[config.mk]
export PLATFORM = sky130hd
export DESIGN_NAME = multi_port_message_mailbox
export DESIGN_NICKNAME = d
export VERILOG_FILES = /design/src/design/mpmm_pkg.sv /design/src/design/multi_port_message_mailbox.sv /design/src/design/mpmm_ctrl.sv /design/src/design/mpmm_datapath.sv
export SDC_FILE = /design/constraint.sdc
export NUM_CORES = 2
export LEC_CHECK = 0
export BUFFER_PORTS_ARGS = -buffer_cell sky130_fd_sc_hd__buf_2
export CORE_MARGIN = 3
export CORE_UTILIZATION = 46
export DETAILED_ROUTE_END_ITERATION = 8
export GPL_TIMING_DRIVEN = 0
export HOLD_SLACK_MARGIN = 0.15
export PLACE_DENSITY = 0.73
export REMOVE_ABC_BUFFERS = 1
export SLEW_MARGIN = 40
export SYNTH_ARGS = -nofsm -noshare
export SYNTH_HDL_FRONTEND = slang
export SYNTH_MEMORY_MAX_BITS = 65536
export SYNTH_SLANG_ARGS = --single-unit
[constraint.sdc]
create_clock -name clk -period 6.7 [get_ports clk]
set_clock_uncertainty 0.05 [all_clocks]
set_input_delay 0 -clock clk [delete_from_list [all_inputs] [get_ports clk]]
set_output_delay 0 -clock clk [all_outputs]
set_load 0.02 [all_outputs]
[src/design/mpmm_pkg.sv]
// Shared constants, payload types and helper functions of the message mailbox.
package mpmm_pkg;

  localparam int NUM_PORTS   = 4;
  localparam int QUEUE_DEPTH = 4;
  localparam int MAX_PAYLOAD = 32;

  localparam int SLOT_COUNT = NUM_PORTS * QUEUE_DEPTH;
  localparam int BYTE_COUNT = SLOT_COUNT * MAX_PAYLOAD;

  localparam int PIDX_W = (NUM_PORTS > 1) ? $clog2(NUM_PORTS) : 1;
  localparam int PTR_W  = (QUEUE_DEPTH > 1) ? $clog2(QUEUE_DEPTH) : 1;
  localparam int CNT_W  = $clog2(QUEUE_DEPTH + 1);
  localparam int SLOT_W = (SLOT_COUNT > 1) ? $clog2(SLOT_COUNT) : 1;
  localparam int ADDR_W = (BYTE_COUNT > 1) ? $clog2(BYTE_COUNT) : 1;
  localparam int LEN_W  = $clog2(MAX_PAYLOAD + 1);
  localparam int ALEN_W = $clog2(MAX_PAYLOAD + 2);

  typedef enum logic [1:0] {
    ST_OK    = 2'd0,
    ST_ERR   = 2'd1,
    ST_EMPTY = 2'd2
  } status_t;

  typedef struct packed {
    logic       req_type;
    logic [3:0] port;
    logic [7:0] data_byte;
    logic       last_byte;
    logic [7:0] capacity;
  } req_t;

  typedef struct packed {
    status_t    status;
    logic       from_receive;
    logic [7:0] out_byte;
    logic [6:0] message_length;
    logic       final_of_run;
    logic [2:0] pending_count;
  } rsp_t;

  typedef struct packed {
    logic accept;
    logic issue_read;
    logic load_byte;
  } ctrl_cmd_t;

  typedef struct packed {
    logic rsp_valid;
    logic stream_start;
    logic more;
  } dp_status_t;

  function automatic logic [SLOT_W-1:0] slot_of(input logic [PIDX_W-1:0] pi,
                                                input logic [PTR_W-1:0] ptr);
    return SLOT_W'(int'(pi) * QUEUE_DEPTH + int'(ptr));
  endfunction

  function automatic logic [ADDR_W-1:0] slot_base(input logic [SLOT_W-1:0] slot);
    return ADDR_W'(int'(slot) * MAX_PAYLOAD);
  endfunction

  function automatic logic [PTR_W-1:0] ptr_inc(input logic [PTR_W-1:0] ptr);
    return (ptr == PTR_W'(QUEUE_DEPTH - 1)) ? '0 : PTR_W'(ptr + 1'b1);
  endfunction

  function automatic logic [2:0] pend3(input logic [CNT_W-1:0] cnt);
    logic [CNT_W+2:0] w;
    w = {3'b000, cnt};
    return w[2:0];
  endfunction

endpackage

[src/design/multi_port_message_mailbox.sv]
// Top level of the multi-port message mailbox: sequencer joined to datapath.
//
// Each of NUM_PORTS ports keeps a ring of QUEUE_DEPTH messages of up to
// MAX_PAYLOAD bytes. A send request carries one byte; the request holding the
// last byte of a message yields one response (committed or rejected), earlier
// bytes yield none. A receive request that finds a fitting message streams it
// out one byte per response and pops it: it occupies the block until every
// byte has passed the registered read port of the byte store into the
// response register, and bytes follow one per cycle while the response side
// keeps up. A receive that fails (zero capacity, bad or empty port, message
// too long) answers with one response.
// A new request is taken while the previous response is still waiting only if
// that response leaves in the same cycle. The stores need no clearing after
// reset; the per-port pointers and counts, the assembly and stream state and
// the response valid flag are reset.
module multi_port_message_mailbox (
  input  logic            clk,
  input  logic            rst,
  input  logic            req_valid,
  output logic            req_ready,
  input  mpmm_pkg::req_t  req,
  output logic            rsp_valid,
  input  logic            rsp_ready,
  output mpmm_pkg::rsp_t  rsp
);

  mpmm_pkg::ctrl_cmd_t  cmd;
  mpmm_pkg::dp_status_t sts;

  // sequencer: decide acceptance, issue byte reads, load the response register
  mpmm_ctrl u_ctrl (
    .clk       (clk),
    .rst       (rst),
    .req_valid (req_valid),
    .req_ready (req_ready),
    .rsp_ready (rsp_ready),
    .sts       (sts),
    .cmd       (cmd)
  );

  // datapath: hold the queues, assemble messages and drive the response
  mpmm_datapath u_dp (
    .clk       (clk),
    .rst       (rst),
    .req       (req),
    .cmd       (cmd),
    .rsp_ready (rsp_ready),
    .sts       (sts),
    .rsp       (rsp)
  );

  assign rsp_valid = sts.rsp_valid;

endmodule

[src/design/mpmm_ctrl.sv]
// Sequencer of the message mailbox: request acceptance and byte streaming.
module mpmm_ctrl (
  input  logic                clk,
  input  logic                rst,
  input  logic                req_valid,
  output logic                req_ready,
  input  logic                rsp_ready,
  input  mpmm_pkg::dp_status_t sts,
  output mpmm_pkg::ctrl_cmd_t  cmd
);

  typedef enum logic {
    S_IDLE,
    S_STREAM
  } state_t;

  state_t state, state_next;
  logic   pending, pending_next;
  logic   out_free;

  always_comb begin
    out_free       = !sts.rsp_valid || rsp_ready;
    req_ready      = (state == S_IDLE) && out_free;
    cmd.accept     = req_valid && req_ready;
    cmd.load_byte  = pending && out_free;
    cmd.issue_read = (state == S_STREAM) && sts.more && (!pending || cmd.load_byte);
    pending_next   = cmd.issue_read || (pending && !cmd.load_byte);
    state_next     = state;
    case (state)
      S_IDLE: begin
        if (cmd.accept && sts.stream_start) state_next = S_STREAM;
      end
      S_STREAM: begin
        if (!sts.more && !pending_next) state_next = S_IDLE;
      end
      default: state_next = S_IDLE;
    endcase
  end

  always_ff @(posedge clk) begin
    if (rst) begin
      state   <= S_IDLE;
      pending <= 1'b0;
    end else begin
      state   <= state_next;
      pending <= pending_next;
    end
  end

endmodule

[src/design/mpmm_datapath.sv]
// Queues, byte store, message assembly and response register of the mailbox.
module mpmm_datapath (
  input  logic                 clk,
  input  logic                 rst,
  input  mpmm_pkg::req_t       req,
  input  mpmm_pkg::ctrl_cmd_t  cmd,
  input  logic                 rsp_ready,
  output mpmm_pkg::dp_status_t sts,
  output mpmm_pkg::rsp_t       rsp
);

  // byte store and committed lengths
  logic [7:0]                     mem [mpmm_pkg::BYTE_COUNT];
  logic [7:0]                     rd_data;
  logic [mpmm_pkg::LEN_W-1:0]     slot_len [mpmm_pkg::SLOT_COUNT];

  // per-port ring state
  logic [mpmm_pkg::PTR_W-1:0]     rdp    [mpmm_pkg::NUM_PORTS];
  logic [mpmm_pkg::PTR_W-1:0]     wrp    [mpmm_pkg::NUM_PORTS];
  logic [mpmm_pkg::CNT_W-1:0]     queued [mpmm_pkg::NUM_PORTS];

  // message under assembly
  logic [mpmm_pkg::ALEN_W-1:0]    alen;
  logic [3:0]                     aport;
  logic                           ablocked;

  // stream in progress
  logic [mpmm_pkg::ADDR_W-1:0]    str_base;
  logic [mpmm_pkg::LEN_W-1:0]     str_len;
  logic [mpmm_pkg::LEN_W-1:0]     str_idx;
  logic [2:0]                     str_pend;
  logic                           rd_last;

  logic                           rsp_valid;

  // send side
  logic                           s_first, s_valid, s_full, s_store_ok, s_blk, s_bad;
  logic [3:0]                     s_port;
  logic [mpmm_pkg::PIDX_W-1:0]    s_pi;
  logic [mpmm_pkg::CNT_W-1:0]     s_q;
  logic [mpmm_pkg::SLOT_W-1:0]    s_slot;
  logic [mpmm_pkg::ALEN_W-1:0]    s_len_inc;
  logic                           is_send, mem_we;
  logic [mpmm_pkg::ADDR_W-1:0]    wr_addr, rd_addr;

  // receive side
  logic                           r_valid, r_cap0, r_empty, r_toolong, r_start;
  logic [mpmm_pkg::PIDX_W-1:0]    r_pi;
  logic [mpmm_pkg::CNT_W-1:0]     r_q;
  logic [mpmm_pkg::SLOT_W-1:0]    r_slot;
  logic [mpmm_pkg::LEN_W-1:0]     r_len;
  logic                           is_recv;

  always_comb begin
    s_first    = (alen == '0);
    s_port     = s_first ? req.port : aport;
    s_valid    = ({1'b0, s_port} < 5'(mpmm_pkg::NUM_PORTS));
    s_pi       = s_valid ? s_port[mpmm_pkg::PIDX_W-1:0] : '0;
    s_q        = queued[s_pi];
    s_full     = (s_q >= mpmm_pkg::CNT_W'(mpmm_pkg::QUEUE_DEPTH));
    s_store_ok = s_valid && !s_full;
    s_blk      = (!s_first && ablocked) || !s_store_ok;
    s_slot     = mpmm_pkg::slot_of(s_pi, wrp[s_pi]);
    s_len_inc  = (alen <= mpmm_pkg::ALEN_W'(mpmm_pkg::MAX_PAYLOAD)) ?
                 mpmm_pkg::ALEN_W'(alen + 1'b1) : alen;
    s_bad      = s_blk || (s_len_inc > mpmm_pkg::ALEN_W'(mpmm_pkg::MAX_PAYLOAD));
    is_send    = cmd.accept && !req.req_type;
    mem_we     = is_send && s_store_ok && (alen < mpmm_pkg::ALEN_W'(mpmm_pkg::MAX_PAYLOAD));
    wr_addr    = mpmm_pkg::ADDR_W'(mpmm_pkg::slot_base(s_slot) + mpmm_pkg::ADDR_W'(alen));

    r_valid    = ({1'b0, req.port} < 5'(mpmm_pkg::NUM_PORTS));
    r_pi       = r_valid ? req.port[mpmm_pkg::PIDX_W-1:0] : '0;
    r_q        = queued[r_pi];
    r_slot     = mpmm_pkg::slot_of(r_pi, rdp[r_pi]);
    r_len      = slot_len[r_slot];
    r_cap0     = (req.capacity == 8'd0);
    r_empty    = !r_valid || (r_q == '0);
    r_toolong  = (8'(r_len) > req.capacity);
    r_start    = req.req_type && !r_cap0 && !r_empty && !r_toolong;
    is_recv    = cmd.accept && req.req_type;

    rd_addr    = mpmm_pkg::ADDR_W'(str_base + mpmm_pkg::ADDR_W'(str_idx));

    sts.rsp_valid    = rsp_valid;
    sts.stream_start = r_start;
    sts.more         = (str_idx < str_len);
  end

  always_ff @(posedge clk) begin
    if (mem_we) mem[wr_addr] <= req.data_byte;
    if (cmd.issue_read) rd_data <= mem[rd_addr];
  end

  // queue and assembly state
  always_ff @(posedge clk) begin
    if (rst) begin
      alen     <= '0;
      aport    <= '0;
      ablocked <= 1'b0;
      for (int i = 0; i < mpmm_pkg::NUM_PORTS; i++) begin
        rdp[i]    <= '0;
        wrp[i]    <= '0;
        queued[i] <= '0;
      end
    end else if (is_send) begin
      if (req.last_byte) begin
        alen     <= '0;
        ablocked <= 1'b0;
        if (!s_bad) begin
          wrp[s_pi]    <= mpmm_pkg::ptr_inc(wrp[s_pi]);
          queued[s_pi] <= mpmm_pkg::CNT_W'(s_q + 1'b1);
        end
      end else begin
        alen     <= s_len_inc;
        aport    <= s_port;
        ablocked <= s_blk;
      end
    end else if (is_recv && r_start) begin
      rdp[r_pi]    <= mpmm_pkg::ptr_inc(rdp[r_pi]);
      queued[r_pi] <= mpmm_pkg::CNT_W'(r_q - 1'b1);
    end
  end

  always_ff @(posedge clk) begin
    if (is_send && req.last_byte && !s_bad) slot_len[s_slot] <= mpmm_pkg::LEN_W'(s_len_inc);
  end

  // stream bookkeeping
  always_ff @(posedge clk) begin
    if (rst) begin
      str_idx <= '0;
      str_len <= '0;
    end else if (is_recv && r_start) begin
      str_idx <= '0;
      str_len <= r_len;
    end else if (cmd.issue_read) begin
      str_idx <= mpmm_pkg::LEN_W'(str_idx + 1'b1);
    end
  end

  always_ff @(posedge clk) begin
    if (is_recv && r_start) begin
      str_base <= mpmm_pkg::slot_base(r_slot);
      str_pend <= mpmm_pkg::pend3(mpmm_pkg::CNT_W'(r_q - 1'b1));
    end
    if (cmd.issue_read) rd_last <= (mpmm_pkg::LEN_W'(str_idx + 1'b1) == str_len);
  end

  // response register
  always_ff @(posedge clk) begin
    if (rst) begin
      rsp_valid <= 1'b0;
    end else if ((is_send && req.last_byte) || (is_recv && !r_start) || cmd.load_byte) begin
      rsp_valid <= 1'b1;
    end else if (rsp_ready) begin
      rsp_valid <= 1'b0;
    end
  end

  always_ff @(posedge clk) begin
    if (is_send && req.last_byte) begin
      rsp.status         <= s_bad ? mpmm_pkg::ST_ERR : mpmm_pkg::ST_OK;
      rsp.from_receive   <= 1'b0;
      rsp.out_byte       <= 8'd0;
      rsp.message_length <= s_bad ? 7'd0 : 7'(s_len_inc);
      rsp.final_of_run   <= 1'b1;
      if (!s_valid)    rsp.pending_count <= 3'd0;
      else if (s_bad)  rsp.pending_count <= mpmm_pkg::pend3(s_q);
      else             rsp.pending_count <= mpmm_pkg::pend3(mpmm_pkg::CNT_W'(s_q + 1'b1));
    end else if (is_recv && !r_start) begin
      rsp.status         <= (!r_cap0 && r_empty) ? mpmm_pkg::ST_EMPTY : mpmm_pkg::ST_ERR;
      rsp.from_receive   <= 1'b1;
      rsp.out_byte       <= 8'd0;
      rsp.message_length <= 7'd0;
      rsp.final_of_run   <= 1'b1;
      rsp.pending_count  <= r_valid ? mpmm_pkg::pend3(r_q) : 3'd0;
    end else if (cmd.load_byte) begin
      rsp.status         <= mpmm_pkg::ST_OK;
      rsp.from_receive   <= 1'b1;
      rsp.out_byte       <= rd_data;
      rsp.message_length <= 7'(str_len);
      rsp.final_of_run   <= rd_last;
      rsp.pending_count  <= str_pend;
    end
  end

endmodule
==> results.py <==
metrics = {
    "pwr": {
        "p_leak_nw": 58.3,
        "power_density_nw_per_um2": 276,
        "peakVddDrop_v": 0.000258,
    },
    "clock_tree": {
        "clkSinkCount": 4283,
        "cts_tree": "built",
        "root_buffer": "clkbuf_16",
        "clock_latency_ns": 0.97,
        "cts_max_path_buffers": 4,
        "path_clk_slew_ns": 0.07,
        "cts_buffers": 414,
        "h-tree-depth": 5,
    },
    "global_route": {
        "grt.overflow.total": 0,
        "gr-usage-all-layers_pct": 22.5,
        "grt_max_degree": 103,
        "antenna_found_initial": 12,
        "grt_first_pass_wirelength_mm": 636,
        "grt_pass1_vias": 91000,
    },
    "floorplanning": {
        "chipWidth_um": 614,
        "die_h_um": 614,
        "fp.dieArea_um2": 378000,
        "core_area_um2": 367000,
        "start_util_pct": 46.4,
        "rows": 222,
        "io_pins": 50,
    },
    "timing": {
        "relSlewSlack_pct": 33.0,
        "hold_viol": 0,
        "fin_crit_sh_pct": 98.4,
        "worstMarginPinSlew_ns": 0.996,
        "max_freq_ghz": 0.152,
        "final_max_slew_viol_count": 0,
        "tns_ns": 0,
        "finalSetupViolCount": 0,
        "period_needed_ns": 6.59,
    },
    "synthesis": {
        "synth_area_um2": 170000,
        "ys_seq_area_share_pct": 75.3,
        "ys_types": 97,
        "synth_area_leaders": "edfxtp_1 75%, mux4_2 9.4%, mux2i_1 4.6%, o221ai_1 1.8%, a211oi_1 1.2%",
        "synth_top_area_cell": "edfxtp_1",
        "synth_top_area_share_pct": 74.9,
        "syn_area_per_cell_um2": 19.5,
        "syn_inst": 8723,
        "synthFlopType": "edfxtp_1",
        "synth_seq_cells": 4283,
        "async_flop_share_pct": 0,
        "synth_warnings": 0,
        "synth_edf_count": 4247,
    },
    "layout": {
        "drive_gt1_share_pct": 25.9,
        "nNetsFinal": 9052,
        "fin_cells": 14300,
        "fin_area_um2": 198000,
        "area.growth.synth_to_final_pct": 16.4,
    },
    "detailed_routing": {
        "drc_errors": 0,
        "ant_nets": 0,
        "route.detailed.vias_per_inst": 6.40,
        "num_vias": 91300,
        "wl_per_cell_um": 30.5,
        "first_iter_violations": 12500,
        "dr.pass1.iters": 8,
        "finalWirelength_mm": 435,
    },
    "min_path": {
        "hp-start": "req[20]",
        "hold_end": "u_dp.rdp[3][1]$_DFFE_PP_",
        "whs_path_depth": 4,
        "min_path_type": "in2reg",
    },
    "setup_path": {
        "crit_required_ns": 7.24,
        "cp.arrival_ns": 7.13,
        "ff2ff_setup_slack_ns": 0.11,
        "crit_type": "reg2reg",
        "cp-start-kind": "flop",
        "rr_startpoint": "u_dp.alen[0]$_SDFFE_PP0P_",
        "timing.rr.end": "u_dp.mem[313][7]$_DFFE_PP_",
        "r2r_cells": 22,
        "cp_max_fo": 11,
        "worstSetupEndpointType": "flop",
    },
    "placement": {
        "port_buffers": 48,
        "gp_congestion": 0.857,
        "hpwl_mm": 277,
        "placed_area_um2": 183000,
        "placedCellCount": 13400,
    },
    "job": {
        "drv_cap": 0,
    },
    "run_status": {
        "outcome": "finished clean",
    },
}
==> flip-flops by register name (all words and copies together) (netlist names) <==
register and count:
u_dp.mem 4096, u_dp.slot_len 96, u_dp.rsp 21, u_dp.queued 12, u_dp.rd_data 8, u_dp.rdp 8, u_dp.wrp 8, u_dp.alen 6
u_dp.str_idx 6, u_dp.str_len 6, u_dp.aport 4, u_dp.str_base 4, u_dp.str_pend 3, u_ctrl.pending 1, u_ctrl.state 1, u_dp.ablocked 1
u_dp.rd_last 1, u_dp.rsp_valid 1
==> where the power goes <==
group | switching [W] | total (W) | internal [W]
Sequential | 0.0000116 | 0.0295 | 0.0294
Combinational | 0.00109 | 0.00148 | 0.000390
Clock | 0.00994 | 0.0238 | 0.0139
==> worst max-delay path: stages, from the launching register on <==
cell	delay (ns)
dfxtp_1	0.39
inv_1	0.24
ha_2	0.38
or3b_1	0.56
o21ai_4	0.42
o21a_4	0.44
o32ai_1	0.17
a21oi_2	0.29
ha_4	0.21
o211ai_2	0.20
xnor2_4	0.27
buf_4	0.25
buf_4	0.20
buf_4	0.20
buf_4	0.20
buf_4	0.18
buf_4	0.19
buf_4	0.20
buf_4	0.17
buf_4	0.17
buf_6	0.15
buf_6	0.16
nor3_4	0.45
==> cell usage after synthesis, types with 11 or more instances <==
library cell  instances
and3_1               43
a21o_1               13
nand3_1              32
o22ai_1             207
buf_2               182
o221ai_1            352
dfxtp_1              36
nand2b_1             12
clkbuf_1            299
nor3_1              270
ha_1                 28
nand4_1              35
a21boi_0             11
a211oi_1            283
inv_1                36
buf_1                46
mux2i_1             784
o21ai_0             197
or2_2                11
and2_1               11
or3_1                24
nor2_1               84
buf_4               122
nor2b_1              12
a211o_1              16
o21bai_1             14
o32ai_1              44
edfxtp_1           4247
a21oi_1             245
nor4_1               57
mux4_2              710
nand2_1              74
o31ai_1              26
==> routing by layer <==
metal  GRT usage (%)  share of wire, %  vias to the layer above
li1                -                 -                    37500
met2            36.5                49                     5421
met3            4.54               9.8                      929
met4            9.43               4.5                        8
met5               0             0.013                        -
met1            29.7                37                    47500
==> cell type report <==
class                      instances  area [µm²]
fill                           26800      169000
sequential                      4283      128000
multi-input combinational       3746       42200
clock buffer                     503       10800
timing repair buffer             512        7420
tap                             4928        6170
clock inverter                   259        3050
inverter                          41         173
antenna                            8        20.0
==> worst max-delay path by stage <==
stage          slack [ns]  depth (start not counted)                    startpoint                              end
6_report             0.11                         22     u_dp.alen[0]$_SDFFE_PP0P_       u_dp.mem[313][7]$_DFFE_PP_
5_1_grt             -0.01                         22     u_dp.alen[0]$_SDFFE_PP0P_       u_dp.mem[313][3]$_DFFE_PP_
4_1_cts              0.09                         22     u_dp.alen[0]$_SDFFE_PP0P_       u_dp.mem[300][6]$_DFFE_PP_
3_5_place_dp        -0.54                         17  u_dp.rdp[1][0]$_SDFFCE_PN0P_  u_dp.queued[2][0]$_SDFFCE_PN0P_
3_3_place_gp       -74.16                          7  u_dp.str_idx[1]$_SDFFE_PP0P_        u_dp.rd_data[3]$_DFFE_PP_
2_1_floorplan      -50.54                          3  u_dp.str_idx[0]$_SDFFE_PP0P_     u_dp.str_idx[5]$_SDFFE_PP0P_
==> cell families (layout without fill, tap and decap cells) <==
logic type | count (synthesis) | in the layout | synth area share (%)
flops | 4283 | 4283 | 75.3
mux | 1497 | 1497 | 14.0
compound gates | 1485 | 1486 | 6.14
simple gates | 719 | 719 | 2.27
buf+inv | 695 | 1315 | 1.95
fa+ha+maj | 28 | 28 | 0.206
xor+xnor | 15 | 15 | 0.0926
other cells | 1 | 9 | 0.00220
==> what timing repair did <==
action                                  4_1_cts  5_1_grt
hold buffers                                 60        1
buffers inserted                              4        0
endpoints found under the setup margin     2148      491
gates resized for setup                      26        6
pin swaps                                     2        3
hold endpoints to repair                   3498        1
cloned                                        1        0
==> layout by cell type, fill, tap and decap left out, drive strengths merged, types with 12 or more instances in the layout <==
cell type / n
buf: 457
nor3: 270
bufinv: 60
dfxtp: 36
nand2b: 12
o21bai: 14
o221ai: 352
and2: 13
a211oi: 284
nor4: 60
and3: 43
clkbuf: 505
nor2b: 12
o22ai: 207
mux2i: 784
nand3: 32
a211o: 16
or3: 24
clkinv: 174
a21o: 13
nor2: 87
a21oi: 246
mux4: 710
o31ai: 26
o32ai: 44
dlygate4sd3: 53
edfxtp: 4247
o21ai: 199
clkinvlp: 13
ha: 28
nand4: 37
nand2: 76
or2: 14
inv: 53
==> through the flow <==
stage | power, W | hold slack (ns) | util [%] | worst slack, ns
floorplan | 0.0306 | 0.0191 | - | -50.54
global placement | 0.0314 | 0.308 | 47.3 | -74.16
detailed placement | 0.0314 | 0.318 | 49.9 | -0.544
CTS | 0.0549 | 0.153 | 53.9 | 0.0876
global route | 0.0560 | 0.168 | 54.0 | -0.0116
finish | 0.0547 | 0.194 | 54.0 | 0.110
Power figures use the tool's default switching activity.
